**src/sv/abm_pkg.sv**
```systemverilog
`default_nettype none

package abm_pkg;

    // Field widths of the request and response transfers
    localparam int OP_W   = 3;
    localparam int ID_W   = 3;
    localparam int ADDR_W = 32;
    localparam int FLAG_W = 8;
    localparam int CNT_W  = 4;

    // Request operation codes
    typedef enum logic [OP_W-1:0] {
        OP_CREATE     = 3'd0,
        OP_FREE       = 3'd1,
        OP_ENABLE     = 3'd2,
        OP_DISABLE    = 3'd3,
        OP_CHECK      = 3'd4,
        OP_IS_ENABLED = 3'd5,
        OP_NEXT_FREE  = 3'd6,
        OP_COUNT      = 3'd7
    } op_t;

    // Controller states
    typedef enum logic [1:0] {
        ST_IDLE,
        ST_MATCH,
        ST_WRITE
    } state_t;

    // Commands from controller to datapath
    typedef struct packed {
        logic load;
        logic eval;
        logic commit;
    } ctl_cmd_t;

endpackage

`default_nettype wire

```
**src/sv/abm_req_if.sv**
```systemverilog
`default_nettype none

interface abm_req_if import abm_pkg::*; ();
    logic                valid;
    logic                ready;
    op_t                 op;
    logic [ID_W-1:0]     entry_id;
    logic [ADDR_W-1:0]   addr;
    logic [FLAG_W-1:0]   access_flags;

    modport source (output valid, output op, output entry_id, output addr,
                    output access_flags, input ready);
    modport sink   (input valid, input op, input entry_id, input addr,
                    input access_flags, output ready);
endinterface

`default_nettype wire

```
**src/sv/abm_rsp_if.sv**
```systemverilog
`default_nettype none

interface abm_rsp_if import abm_pkg::*; ();
    logic                valid;
    logic                ready;
    logic                ok;
    logic [ID_W-1:0]     entry_index;
    logic                hit;
    logic                enabled;
    logic [CNT_W-1:0]    used_count;

    modport source (output valid, output ok, output entry_index, output hit,
                    output enabled, output used_count, input ready);
    modport sink   (input valid, input ok, input entry_index, input hit,
                    input enabled, input used_count, output ready);
endinterface

`default_nettype wire

```
**src/sv/address_breakpoint_match_table.sv**
```systemverilog
`default_nettype none

// Breakpoint/watchpoint table with address and access-flag matching. Each
// request passes from transfer to response through a latch step, a compare
// step in which every entry compares its address and flags in parallel into a
// registered match vector, and a commit step that picks the lowest hit and
// updates the table. A new request is taken only after the previous one
// commits, so one request is in flight at a time; a response left waiting in
// the output register holds the commit of the following request until it
// transfers. Writing cfg_wr_data clears the table; the user must write it only
// while no request is in flight, since the block itself does not enforce this.
module address_breakpoint_match_table
    import abm_pkg::*;
#(
    parameter int NUM_ENTRIES = 8,
    parameter int FLAG_BITS   = 8
)
(
    input  wire logic             clk,
    input  wire logic             rst_n,
    input  wire logic             cfg_wr_en,
    input  wire logic [CNT_W-1:0] cfg_wr_data,
    abm_req_if.sink               req,
    abm_rsp_if.source             rsp
);

    ctl_cmd_t cmd;

    // Sequence each request through latch, compare and commit
    abm_ctrl u_ctrl (
        .clk       (clk),
        .rst_n     (rst_n),
        .in_valid  (req.valid),
        .in_ready  (req.ready),
        .out_valid (rsp.valid),
        .out_ready (rsp.ready),
        .cmd       (cmd)
    );

    // Hold the table and compute responses
    abm_datapath #(
        .NUM_ENTRIES (NUM_ENTRIES),
        .FLAG_BITS   (FLAG_BITS)
    ) u_datapath (
        .clk          (clk),
        .rst_n        (rst_n),
        .cmd          (cmd),
        .cfg_wr_en    (cfg_wr_en),
        .cfg_wr_data  (cfg_wr_data),
        .op           (req.op),
        .entry_id     (req.entry_id),
        .addr         (req.addr),
        .access_flags (req.access_flags),
        .ok           (rsp.ok),
        .entry_index  (rsp.entry_index),
        .hit          (rsp.hit),
        .enabled      (rsp.enabled),
        .used_count   (rsp.used_count)
    );

endmodule

`default_nettype wire

```
**src/sv/abm_ctrl.sv**
```systemverilog
`default_nettype none

module abm_ctrl
    import abm_pkg::*;
(
    input  wire logic     clk,
    input  wire logic     rst_n,
    input  wire logic     in_valid,
    output logic          in_ready,
    output logic          out_valid,
    input  wire logic     out_ready,
    output ctl_cmd_t      cmd
);

    state_t state_reg;
    state_t state_next;
    logic   out_valid_reg;
    logic   out_valid_next;
    logic   can_commit;

    // Commit only when the response register is empty or drains this cycle
    assign can_commit = !out_valid_reg || out_ready;

    // Next state
    always_comb
    begin
        state_next = state_reg;
        unique case (state_reg)
            ST_IDLE:
            begin
                if (in_valid)
                begin
                    state_next = ST_MATCH;
                end
            end
            ST_MATCH:
            begin
                state_next = ST_WRITE;
            end
            ST_WRITE:
            begin
                if (can_commit)
                begin
                    state_next = ST_IDLE;
                end
            end
            default:
            begin
                state_next = ST_IDLE;
            end
        endcase
    end

    // Outputs
    always_comb
    begin
        in_ready   = 1'b0;
        cmd.load   = 1'b0;
        cmd.eval   = 1'b0;
        cmd.commit = 1'b0;
        unique case (state_reg)
            ST_IDLE:
            begin
                in_ready = 1'b1;
                cmd.load = in_valid;
            end
            ST_MATCH:
            begin
                cmd.eval = 1'b1;
            end
            ST_WRITE:
            begin
                cmd.commit = can_commit;
            end
            default:
            begin
                in_ready = 1'b0;
            end
        endcase
    end

    // Set on commit, drop once the response transfer completes
    always_comb
    begin
        out_valid_next = out_valid_reg;
        if (cmd.commit)
        begin
            out_valid_next = 1'b1;
        end
        else if (out_ready)
        begin
            out_valid_next = 1'b0;
        end
    end

    always_ff @(posedge clk or negedge rst_n)
    begin
        if (!rst_n)
        begin
            state_reg     <= ST_IDLE;
            out_valid_reg <= 1'b0;
        end
        else
        begin
            state_reg     <= state_next;
            out_valid_reg <= out_valid_next;
        end
    end

    assign out_valid = out_valid_reg;

endmodule

`default_nettype wire

```
**src/sv/abm_datapath.sv**
```systemverilog
`default_nettype none

module abm_datapath
    import abm_pkg::*;
#(
    parameter int NUM_ENTRIES = 8,
    parameter int FLAG_BITS   = 8
)
(
    input  wire logic              clk,
    input  wire logic              rst_n,
    input  wire ctl_cmd_t          cmd,
    input  wire logic              cfg_wr_en,
    input  wire logic [CNT_W-1:0]  cfg_wr_data,
    input  wire op_t               op,
    input  wire logic [ID_W-1:0]   entry_id,
    input  wire logic [ADDR_W-1:0] addr,
    input  wire logic [FLAG_W-1:0] access_flags,
    output logic                   ok,
    output logic [ID_W-1:0]        entry_index,
    output logic                   hit,
    output logic                   enabled,
    output logic [CNT_W-1:0]       used_count
);

    // Only ids reachable through entry_id get storage; higher ones stay free
    localparam int ID_SPAN = 1 << ID_W;
    localparam int STORE   = (NUM_ENTRIES < ID_SPAN) ? NUM_ENTRIES : ID_SPAN;
    localparam int SW      = (FLAG_BITS < FLAG_W) ? FLAG_BITS : FLAG_W;
    localparam logic [6:0]       NUM_LIM   = 7'(NUM_ENTRIES);
    localparam logic [CNT_W-1:0] STORE_CNT = CNT_W'(STORE);
    localparam logic [ID_W-1:0]  STORE_IDX = ID_W'(STORE);

    // Latched request
    op_t               op_reg;
    logic [ID_W-1:0]   id_reg;
    logic [ADDR_W-1:0] addr_reg;
    logic [SW-1:0]     flags_reg;

    // Table state
    logic [CNT_W-1:0]  size_reg;
    logic [CNT_W-1:0]  size_next;
    logic [STORE-1:0]  alloc_reg;
    logic [STORE-1:0]  alloc_next;
    logic [STORE-1:0]  en_reg;
    logic [STORE-1:0]  en_next;
    logic [CNT_W-1:0]  count_reg;
    logic [CNT_W-1:0]  count_next;
    logic [ADDR_W-1:0] entry_addr_reg [STORE];
    logic [SW-1:0]     entry_flags_reg [STORE];

    // Compare stage results
    logic [STORE-1:0]  match_reg;
    logic [STORE-1:0]  match_next;
    logic [STORE-1:0]  free_reg;
    logic [STORE-1:0]  free_next;

    // Commit stage
    logic [STORE-1:0]  sel;
    logic              id_ok;
    logic              alloc_sel;
    logic              en_sel;
    logic              tail_free;
    logic [ID_W-1:0]   match_idx;
    logic [ID_W-1:0]   free_idx;
    logic              res_ok;
    logic [ID_W-1:0]   res_idx;
    logic              res_hit;
    logic              res_en;
    logic              wr_entry;

    // Latch the request on transfer
    always_ff @(posedge clk)
    begin
        if (cmd.load)
        begin
            op_reg    <= op;
            id_reg    <= entry_id;
            addr_reg  <= addr;
            flags_reg <= access_flags[SW-1:0];
        end
    end

    // Compare every entry against the latched request
    always_comb
    begin
        for (int i = 0; i < STORE; i++)
        begin
            match_next[i] = (CNT_W'(i) < size_reg) && alloc_reg[i] && en_reg[i] &&
                            (entry_addr_reg[i] == addr_reg) &&
                            (|(entry_flags_reg[i] & flags_reg));
            free_next[i]  = (CNT_W'(i) < size_reg) && !alloc_reg[i];
        end
    end

    always_ff @(posedge clk)
    begin
        if (cmd.eval)
        begin
            match_reg <= match_next;
            free_reg  <= free_next;
        end
    end

    // Decode the id and pick the lowest matching and free entries
    always_comb
    begin
        for (int i = 0; i < STORE; i++)
        begin
            sel[i] = (id_reg == ID_W'(i));
        end
        id_ok     = {1'b0, id_reg} < size_reg;
        alloc_sel = |(alloc_reg & sel);
        en_sel    = |(en_reg & sel);
        tail_free = STORE_CNT < size_reg;
        match_idx = '0;
        free_idx  = '0;
        for (int i = STORE - 1; i >= 0; i--)
        begin
            if (match_reg[i])
            begin
                match_idx = ID_W'(i);
            end
            if (free_reg[i])
            begin
                free_idx = ID_W'(i);
            end
        end
    end

    // Operation decode
    always_comb
    begin
        res_ok     = 1'b0;
        res_idx    = '0;
        res_hit    = 1'b0;
        res_en     = 1'b0;
        wr_entry   = 1'b0;
        alloc_next = alloc_reg;
        en_next    = en_reg;
        count_next = count_reg;
        unique case (op_reg) inside
            OP_CREATE:
            begin
                if (id_ok && !alloc_sel)
                begin
                    res_ok     = 1'b1;
                    res_idx    = id_reg;
                    wr_entry   = 1'b1;
                    alloc_next = alloc_reg | sel;
                    en_next    = en_reg | sel;
                    count_next = count_reg + 1'b1;
                end
            end
            OP_FREE:
            begin
                if (id_ok && alloc_sel)
                begin
                    res_ok     = 1'b1;
                    res_idx    = id_reg;
                    alloc_next = alloc_reg & ~sel;
                    en_next    = en_reg & ~sel;
                    if (count_reg != '0)
                    begin
                        count_next = count_reg - 1'b1;
                    end
                end
            end
            OP_ENABLE, OP_DISABLE:
            begin
                if (id_ok && alloc_sel)
                begin
                    res_ok  = 1'b1;
                    res_idx = id_reg;
                    en_next = (op_reg == OP_ENABLE) ? (en_reg | sel) : (en_reg & ~sel);
                end
            end
            OP_CHECK:
            begin
                res_ok  = 1'b1;
                res_hit = |match_reg;
                res_idx = match_idx;
            end
            OP_IS_ENABLED:
            begin
                if (id_ok)
                begin
                    res_ok  = 1'b1;
                    res_idx = id_reg;
                    res_en  = en_sel;
                end
            end
            OP_NEXT_FREE:
            begin
                // Entries above the stored range are never allocated
                if (|free_reg)
                begin
                    res_ok  = 1'b1;
                    res_idx = free_idx;
                end
                else if (tail_free)
                begin
                    res_ok  = 1'b1;
                    res_idx = STORE_IDX;
                end
            end
            OP_COUNT:
            begin
                res_ok = 1'b1;
            end
            default:
            begin
                res_ok = 1'b0;
            end
        endcase
    end

    // Saturate the size register to the table depth
    assign size_next = ({3'b000, cfg_wr_data} > NUM_LIM) ? NUM_LIM[CNT_W-1:0] : cfg_wr_data;

    // Table control state; a size write clears the table
    always_ff @(posedge clk or negedge rst_n)
    begin
        if (!rst_n)
        begin
            size_reg  <= '0;
            alloc_reg <= '0;
            en_reg    <= '0;
            count_reg <= '0;
        end
        else if (cfg_wr_en)
        begin
            size_reg  <= size_next;
            alloc_reg <= '0;
            en_reg    <= '0;
            count_reg <= '0;
        end
        else if (cmd.commit)
        begin
            alloc_reg <= alloc_next;
            en_reg    <= en_next;
            count_reg <= count_next;
        end
    end

    // Entry payload, written on a successful create
    always_ff @(posedge clk)
    begin
        for (int i = 0; i < STORE; i++)
        begin
            if (cmd.commit && wr_entry && sel[i])
            begin
                entry_addr_reg[i]  <= addr_reg;
                entry_flags_reg[i] <= flags_reg;
            end
        end
    end

    // Response register
    always_ff @(posedge clk)
    begin
        if (cmd.commit)
        begin
            ok          <= res_ok;
            entry_index <= res_idx;
            hit         <= res_hit;
            enabled     <= res_en;
            used_count  <= count_next;
        end
    end

endmodule

`default_nettype wire

```
**src/flat_wrapper.sv**
```systemverilog
// flat-port wrapper written by rule: the top's interface ports become plain ports
module address_breakpoint_match_table_flat import abm_pkg::*;
#(
    parameter int NUM_ENTRIES = 8,
    parameter int FLAG_BITS   = 8
)
  (clk, rst_n, cfg_wr_en, cfg_wr_data, req_valid, req_op, req_entry_id, req_addr, req_access_flags, req_ready, rsp_valid, rsp_ok, rsp_entry_index, rsp_hit, rsp_enabled, rsp_used_count, rsp_ready);
  abm_req_if req_i ();
  abm_rsp_if rsp_i ();
  input  wire logic clk;
  input  wire logic rst_n;
  input  wire logic cfg_wr_en;
  input  wire logic [CNT_W-1:0] cfg_wr_data;
  input wire logic [$bits(req_i.valid)-1:0] req_valid;
  input wire logic [$bits(req_i.op)-1:0] req_op;
  input wire logic [$bits(req_i.entry_id)-1:0] req_entry_id;
  input wire logic [$bits(req_i.addr)-1:0] req_addr;
  input wire logic [$bits(req_i.access_flags)-1:0] req_access_flags;
  output wire logic [$bits(req_i.ready)-1:0] req_ready;
  output wire logic [$bits(rsp_i.valid)-1:0] rsp_valid;
  output wire logic [$bits(rsp_i.ok)-1:0] rsp_ok;
  output wire logic [$bits(rsp_i.entry_index)-1:0] rsp_entry_index;
  output wire logic [$bits(rsp_i.hit)-1:0] rsp_hit;
  output wire logic [$bits(rsp_i.enabled)-1:0] rsp_enabled;
  output wire logic [$bits(rsp_i.used_count)-1:0] rsp_used_count;
  input wire logic [$bits(rsp_i.ready)-1:0] rsp_ready;
  assign req_i.valid = req_valid;
  assign req_i.op = req_op;
  assign req_i.entry_id = req_entry_id;
  assign req_i.addr = req_addr;
  assign req_i.access_flags = req_access_flags;
  assign req_ready = req_i.ready;
  assign rsp_valid = rsp_i.valid;
  assign rsp_ok = rsp_i.ok;
  assign rsp_entry_index = rsp_i.entry_index;
  assign rsp_hit = rsp_i.hit;
  assign rsp_enabled = rsp_i.enabled;
  assign rsp_used_count = rsp_i.used_count;
  assign rsp_i.ready = rsp_ready;
  address_breakpoint_match_table #(.NUM_ENTRIES(NUM_ENTRIES), .FLAG_BITS(FLAG_BITS)) u_core (.clk(clk), .rst_n(rst_n), .cfg_wr_en(cfg_wr_en), .cfg_wr_data(cfg_wr_data), .req(req_i), .rsp(rsp_i));
endmodule
```
**config.mk**
```make
export PLATFORM = sky130hd
export DESIGN_NAME = address_breakpoint_match_table_flat
export DESIGN_NICKNAME = d
export VERILOG_FILES = /design/src/sv/abm_pkg.sv /design/src/sv/abm_req_if.sv /design/src/sv/abm_rsp_if.sv /design/src/sv/address_breakpoint_match_table.sv /design/src/sv/abm_ctrl.sv /design/src/sv/abm_datapath.sv /design/src/flat_wrapper.sv
export SDC_FILE = /design/constraint.sdc
export NUM_CORES = 1
export LEC_CHECK = 0
export BUFFER_PORTS_ARGS = -buffer_cell sky130_fd_sc_hd__buf_4
export CORE_UTILIZATION = 45
export DETAILED_ROUTE_END_ITERATION = 7
export GPL_ROUTABILITY_DRIVEN = 0
export GPL_TIMING_DRIVEN = 0
export PLACE_DENSITY_LB_ADDON = 0.05
export RECOVER_POWER = 100
export SLEW_MARGIN = 20
export SYNTH_ARGS = -nofsm -noshare
export SYNTH_HDL_FRONTEND = slang
export SYNTH_SLANG_ARGS = --single-unit
```
**constraint.sdc**
```tcl
create_clock -name clk -period 3.9 [get_ports clk]
set_input_delay 0.39 -clock clk [delete_from_list [all_inputs] [get_ports clk]]
set_output_delay 0.39 -clock clk [all_outputs]
set_load 0.02 [all_outputs]
```
==> flow_metrics.py, run 1 <==
metrics = {
    "cells_and_area": {
        "area_growth_pct": 18.22,
        "nets": 1323,
        "largest_register_ffs": 256,
        "instances_no_fill": 1807,
        "design_area_mm2": 0.02028,
        "multi_input_area_mm2": 0.004472,
        "seq_area_mm2": 0.01245,
        "nFillCells": 3202,
        "fin_util": 0.5398,
        "drive_gt1_frac": 0.1081,
    },
    "sta": {
        "fin_crit_sh": 0.9468,
        "max_freq_mhz": 270.8,
        "fin_skew_ns": 0.01723,
        "post-route-min-period_ns": 3.692,
        "drv_slew": 52,
        "hold_viol": 0,
        "rsz0062_at_grt": "no",
        "fin_setup_tns_ns": 0,
        "relSlewSlack": -0.2485,
        "finalSetupViolations": 0,
        "max_slew.worst_pin.slew_ns": 1.873,
    },
    "worst_hold_path": {
        "min_to": "u_core.u_datapath.size_reg[2]",
        "worstHoldStart": "cfg_wr_data[3]",
        "min_path_cells": 2,
        "hp-class": "in -> reg",
    },
    "route": {
        "wire_per_inst_um": 24.35,
        "wl_met3_mm": 1.805,
        "routedLengthMet1_mm": 19.89,
        "highest_layer": "met4",
        "drtIter0Drc": 666,
        "antenna_left": 0,
        "drc": 0,
        "vias_per_cell": 5.343,
        "wl_mm": 44.00,
        "first_pass_iters": 5,
        "vias": 9655,
        "wl_met2_mm": 21.53,
    },
    "grt": {
        "grt_pass1_wl_mm": 64.11,
        "grt_max_degree": 41,
        "grt_pass1_vias": 9609,
        "grt-ovfl-total": 0,
        "antenna_found_initial": 1,
        "track_usage": 0.2328,
    },
    "placement": {
        "dpl-instance-area_mm2": 0.01862,
        "dp_hpwl_mm": 29.73,
        "dp.cells": 1679,
        "port_buffers": 65,
    },
    "logic_synthesis": {
        "syn_area_mm2": 0.01716,
        "ys.flop_type": "edfxtp_1",
        "seq_area_frac_synth": 0.7254,
        "avgSynthCellArea_um2": 15.73,
        "synth_edf_count": 392,
        "ys_ff_latch": 419,
        "synth_fp_nets": 1150,
        "yosys_warnings": 0,
        "syn_inst": 1091,
        "yosys.cell_types.count": 52,
        "synthArstFlopShare": 0.06444,
    },
    "worst_setup_path": {
        "rr_endpoint": "u_core.u_datapath.entry_addr_reg[0][94]",
        "required_ns": 4.15,
        "crit_start": "u_core.u_datapath.id_reg[0]",
        "r2r_setup_slack_ns": 0.21,
        "cp_max_fo": 21,
        "worstSetupEndpointType": "flip-flop",
        "r2r-start": "u_core.u_datapath.id_reg[0]",
        "arrival_ns": 3.94,
        "critical_path_class": "reg -> reg",
        "startpoint_type": "flip-flop",
        "r2r.worst_path.cells": 9,
    },
    "run_status": {
        "violations": "max-capacitance violations, max-slew violations",
        "status": "complete, but fails checks",
    },
    "floorplan": {
        "io_pins": 67,
        "die-area_mm2": 0.03892,
        "core-area_mm2": 0.03758,
        "die_w_um": 197.3,
        "initial_utilization": 0.4566,
        "row_count": 71,
        "dieHeight_um": 197.3,
    },
    "run": {
        "maxCapViolCount": 2,
    },
    "clock_tree": {
        "clk_pin_slew_worst_paths_ns": 0.06,
        "cts.sinks": 419,
        "cts_tree": "yes",
        "numCtsBuffers": 45,
        "cts_htree_levels": 2,
        "clock_latency_ns": 0.58,
        "clockRootBuffer": "clkbuf_16",
        "cts.path.max_buffers": 3,
    },
    "power": {
        "p_leak_nw": 6.696,
        "powerDensity_mw_per_mm2": 518.5,
        "ir_worst_vdd_mv": 0.4050,
    },
}
## cell usage in the layout, fill, tap and decap left out, drive strengths merged, types with 4 or more instances in the layout
cell,count
a211oi,5
a21oi,19
a22oi,33
a311oi,7
and2,4
buf,18
clkbuf,177
clkinv,17
dfrtp,27
dlygate4sd3,47
edfxtp,392
ha,4
inv,13
mux2i,4
nand2,16
nand2b,8
nand3,13
nand4,39
nor2,34
nor2b,12
nor3,17
nor4,56
o21ai,21
or2,4
or4,6
xnor2,81
xor2,180
## critical path, cell delays in order (launching register included)
cell and delay [ns]:
edfxtp_1 0.39, clkbuf_1 0.36, mux4_2 0.37, mux2_4 0.33
nand2b_4 0.15, buf_6 0.14, or2_2 0.30, clkbuf_1 0.28
nor2_4 0.66, buf_6 0.34
## where the power goes
part | total [mW] | switching (mW) | internal, mW
registers | 5.43 | 0.235 | 5.20
clock network | 4.00 | 1.71 | 2.29
logic | 1.08 | 0.710 | 0.373
## layout make-up
| cell class | instances | area share |
|---|---|---|
| Tap cell | 511 | 0.03152 |
| Inverter | 13 | 0.002406 |
| Timing Repair Buffer | 126 | 0.05440 |
| Clock inverter | 19 | 0.007340 |
| Clock buffer | 59 | 0.05915 |
| Buffer | 57 | 0.01098 |
| Sequential cell | 419 | 0.6136 |
| Antenna cell | 1 | 0.0001234 |
| Multi-Input combinational cell | 602 | 0.2205 |
## synthesized netlist by cell type (2+ instances only)
library cell / number / share of area
or3_1: 3 / 0.0011
xor2_1: 180 / 0.092
nand4_1: 39 / 0.014
clkbuf_1: 53 / 0.012
edfxtp_1: 392 / 0.69
mux2i_1: 4 / 0.0023
a21oi_1: 19 / 0.0055
o31ai_1: 2 / 0.00087
a221o_1: 2 / 0.0012
or4_1: 5 / 0.0022
buf_1: 3 / 0.00066
nand4b_1: 2 / 0.0010
a211oi_1: 4 / 0.0018
a311oi_1: 7 / 0.0036
inv_1: 13 / 0.0028
o21ai_0: 21 / 0.0061
nand3b_1: 3 / 0.0013
o22ai_1: 3 / 0.0011
nand2_1: 16 / 0.0035
a22oi_1: 33 / 0.014
ha_1: 4 / 0.0029
o311ai_0: 3 / 0.0015
nor4bb_1: 2 / 0.0012
and2_1: 4 / 0.0015
nand3_1: 13 / 0.0038
o21bai_1: 3 / 0.0013
xnor2_1: 81 / 0.041
mux4_2: 2 / 0.0026
and3_1: 2 / 0.00073
dfrtp_1: 27 / 0.039
nor2_1: 34 / 0.0074
or2_2: 4 / 0.0015
nand2b_1: 7 / 0.0026
nor4_1: 56 / 0.020
nor3_1: 17 / 0.0050
nor2b_1: 12 / 0.0044
## worst max-delay path by stage
stage / slack (ns) / end / depth (start not counted)
after global routing: 0.04 / u_core.u_datapath.entry_addr_reg[1][126] / 10
after detailed placement: 0.03 / u_core.u_datapath.entry_addr_reg[0][94] / 9
after floorplan: -0.20 / u_core.u_datapath.entry_addr_reg[1][100] / 7
after global placement: -2.24 / u_core.u_datapath.entry_addr_reg[1][105] / 8
after CTS: 0.1 / u_core.u_datapath.entry_addr_reg[0][94] / 8
final: 0.21 / u_core.u_datapath.entry_addr_reg[0][94] / 9
## per-stage QoR
| step | worst slack [ns] | total power [mW] | hold WS [ns] |
|---|---|---|---|
| floorplan | -0.1979 | 6.093 | 0.09441 |
| global placement | -2.235 | 6.605 | 0.3413 |
| detailed placement | 0.02715 | 6.626 | 0.3424 |
| CTS | 0.09970 | 10.66 | 0.005079 |
| global route | 0.03561 | 10.89 | 0.01406 |
| finish | 0.2076 | 10.52 | 0.02798 |
## what timing repair did
action	4_1_cts	5_1_grt
endpoints found under the hold margin	73	0
hold buffers	47	0
buffers inserted	0	2
setup endpoints to repair	0	67
resized for setup	0	4
## per-layer routing
layer,GRT usage,vias to the layer above
li1,-,4468
met1,0.3209,4910
met2,0.3888,228
met3,0.03603,49
met4,0.05340,0
met5,0,-
## logic make-up (layout without fill, tap and decap cells)
kind of cell	count (synthesis)	in the layout	synth area share
buf+inv	70	274	0.01575
xor+xnor	261	261	0.1332
other cells	0	1	0
fa+ha+maj	4	4	0.002917
simple gates	223	223	0.07408
mux	8	8	0.006489
compound gates	106	106	0.04215
flops	419	419	0.7254
Power figures use the tool's default switching activity.
==> run 2: changes to the inputs <==
clock period = 4.75 ns   (was 3.9 ns; I/O delays follow)
==> run 2 against run 1 <==
Net effect:
- the flow still finishes with violations (max-capacitance violations, max-slew violations)
- flip-flop and latch count did not move
- die area did not move
- via count fell by 1.8%
- sequential share of layout area rose by 1.4 points
- combinational power fell by 21%
- clock skew rose by 0.0017 ns
- critical path type unchanged
- critical endpoint is now u_core.u_datapath.entry_addr_reg[1][83]
==> flow_metrics.py, run 2 (synthesis gave the netlist of run 1 again) <==
metrics = {
    "sta": {
        "fin_skew_ns": 0.01890,
        "hold_viol": 0,
        "fin_crit_sh": 0.8447,
        "max_slew.worst_pin.slew_ns": 1.864,
        "relSlewSlack": -0.2425,
        "post-route-min-period_ns": 4.012,
        "finalSetupViolations": 0,
        "drv_slew": 77,
        "rsz0062_at_grt": "no",
        "max_freq_mhz": 249.2,
    },
    "clock_tree": {
        "cts.sinks": 419,
        "numCtsBuffers": 45,
        "clockRootBuffer": "clkbuf_16",
        "cts.path.max_buffers": 3,
        "cts_htree_levels": 2,
        "clk_pin_slew_worst_paths_ns": 0.06,
        "cts_tree": "yes",
        "clock_latency_ns": 0.58,
        "cts_resized": 0,
    },
    "cells_and_area": {
        "drive_gt1_frac": 0.1091,
        "multi_input_area_mm2": 0.004469,
        "final_cell_mix": "392 x edfxtp_1, 180 x xor2_1, 81 x clkbuf_1, 81 x xnor2_1, 56 x nor4_1",
        "design_area_mm2": 0.01983,
        "mostFrequentLayoutCell": "edfxtp_1",
        "nets": 1275,
        "area_growth_pct": 15.55,
        "seq_area_mm2": 0.01245,
        "largest_register_ffs": 256,
        "nFillCells": 3226,
    },
    "grt": {
        "antenna_found_initial": 1,
        "grt_max_degree": 41,
        "grt-ovfl-total": 0,
        "grt_pass1_vias": 9378,
        "grt_pass1_wl_mm": 63.23,
        "track_usage": 0.2301,
    },
    "power": {
        "ir_worst_vdd_mv": 0.3303,
        "powerDensity_mw_per_mm2": 434.1,
        "total_power_mw": 8.606,
        "p_leak_nw": 6.493,
    },
    "worst_setup_path": {
        "rr_endpoint": "u_core.u_datapath.entry_addr_reg[1][83]",
        "startpoint_type": "flip-flop",
        "required_ns": 5.02,
        "crit_buf_inv": 4,
        "worstSetupEndpointType": "flip-flop",
        "crit_chain": "clkbuf_1 -> inv_1 -> ha_1 -> a211oi_1 -> o31ai_1 -> or2_2 -> clkbuf_1 -> nor2_2 -> buf_12",
        "cp_top_family": "simple AND/OR/NAND/NOR gates",
        "cp_slowest_cell": "nor2_2",
        "critical_path_class": "reg -> reg",
        "r2r-start": "u_core.u_datapath.size_reg[2]",
        "r2r_setup_slack_ns": 0.74,
        "arrival_ns": 4.28,
        "cp_common_cell": "clkbuf_1",
        "cp_max_fo": 23,
        "r2r.worst_path.cells": 9,
        "cpPeakStageDelay_ns": 1.03,
    },
    "worst_hold_path": {
        "worstHoldStart": "req_addr[26]",
        "min_path_cells": 1,
        "hp-class": "in -> reg",
        "min_to": "u_core.u_datapath.addr_reg[26]",
    },
    "floorplan": {
        "die-area_mm2": 0.03892,
        "row_count": 71,
        "initial_utilization": 0.4566,
        "die_w_um": 197.3,
        "io_pins": 67,
        "core-area_mm2": 0.03758,
        "dieHeight_um": 197.3,
    },
    "placement": {
        "dp_hpwl_mm": 29.73,
        "port_buffers": 65,
        "dpl-instance-area_mm2": 0.01862,
    },
    "run": {
        "maxCapViolCount": 3,
    },
    "run_status": {
        "violations": "max-capacitance violations, max-slew violations",
        "status": "complete, but fails checks",
    },
    "route": {
        "vias": 9480,
        "wl_mm": 43.56,
        "first_pass_iters": 5,
        "drc": 0,
        "vias_per_cell": 5.389,
        "antenna_left": 0,
        "wire_per_inst_um": 24.76,
        "drtIter0Drc": 722,
    },
}
## run 2: worst reg2reg max path, cell delays in order (launching register included)
cell and delay, ns:
dfrtp_1 0.32, clkbuf_1 0.33, inv_1 0.16, ha_1 0.22
a211oi_1 0.39, o31ai_1 0.29, or2_2 0.38, clkbuf_1 0.29
nor2_2 1.03, buf_12 0.30
## run 2: layout make-up
type / instances / share of cell area
Antenna cell: 1 / 0.0001262
Buffer: 57 / 0.01117
Clock buffer: 59 / 0.06052
Clock inverter: 19 / 0.007509
Inverter: 13 / 0.002461
Multi-Input combinational cell: 602 / 0.2254
Sequential cell: 419 / 0.6277
Tap cell: 511 / 0.03225
Timing Repair Buffer: 78 / 0.03281
## run 2: worst max-delay path by stage
stage	cells after the start	end	slack, ns	start
floorplan	7	u_core.u_datapath.entry_addr_reg[1][100]	0.65	u_core.u_datapath.id_reg[2]
global placement	8	u_core.u_datapath.entry_addr_reg[1][105]	-1.47	rsp_ready
detailed placement	9	u_core.u_datapath.entry_addr_reg[0][94]	0.79	rsp_ready
CTS	8	u_core.u_datapath.entry_addr_reg[0][94]	0.95	u_core.u_ctrl.state_reg[0]
global route	8	u_core.u_datapath.entry_addr_reg[1][66]	0.44	u_core.u_ctrl.state_reg[0]
finish	9	u_core.u_datapath.entry_addr_reg[1][83]	0.74	u_core.u_datapath.size_reg[2]
## run 2: stage by stage
stage / setup WS (ns) / setup TNS [ns] / hold WS, ns / utilization / std cells
floorplan: 0.6521 / 0 / 0.1794 / - / 1091
global placement: -1.470 / -319.54 / 0.4263 / 0.4866 / 1667
detailed placement: 0.7922 / 0 / 0.4274 / 0.4954 / 1679
CTS: 0.9497 / 0 / 0.03840 / 0.5316 / 1758
global route: 0.4432 / 0 / 0.06478 / 0.5276 / 1758
finish: 0.7377 / 0 / 0.09154 / 0.5277 / 1759
## run 2: what timing repair did
| action | CTS | global route |
|---|---|---|
| setup endpoints to repair | 0 | 0 |
| hold buffers | 1 | 0 |
| setup buffers | 0 | 0 |
| endpoints found under the hold margin | 27 | 0 |
## run 2: where the power goes
part	total [mW]	switching, mW	internal, mW
Sequential	4.46	0.194	4.27
Combinational	0.856	0.576	0.280
Clock	3.29	1.41	1.88
## run 2: per-layer routing
layer / wire length (um) / global-route usage / vias to the layer above
met4: 762 / 0.05340 / 0
met1: 19830 / 0.3192 / 4836
li1: - / - / 4367
met3: 1811 / 0.03620 / 54
met5: 0 / 0 / -
met2: 21160 / 0.3815 / 223
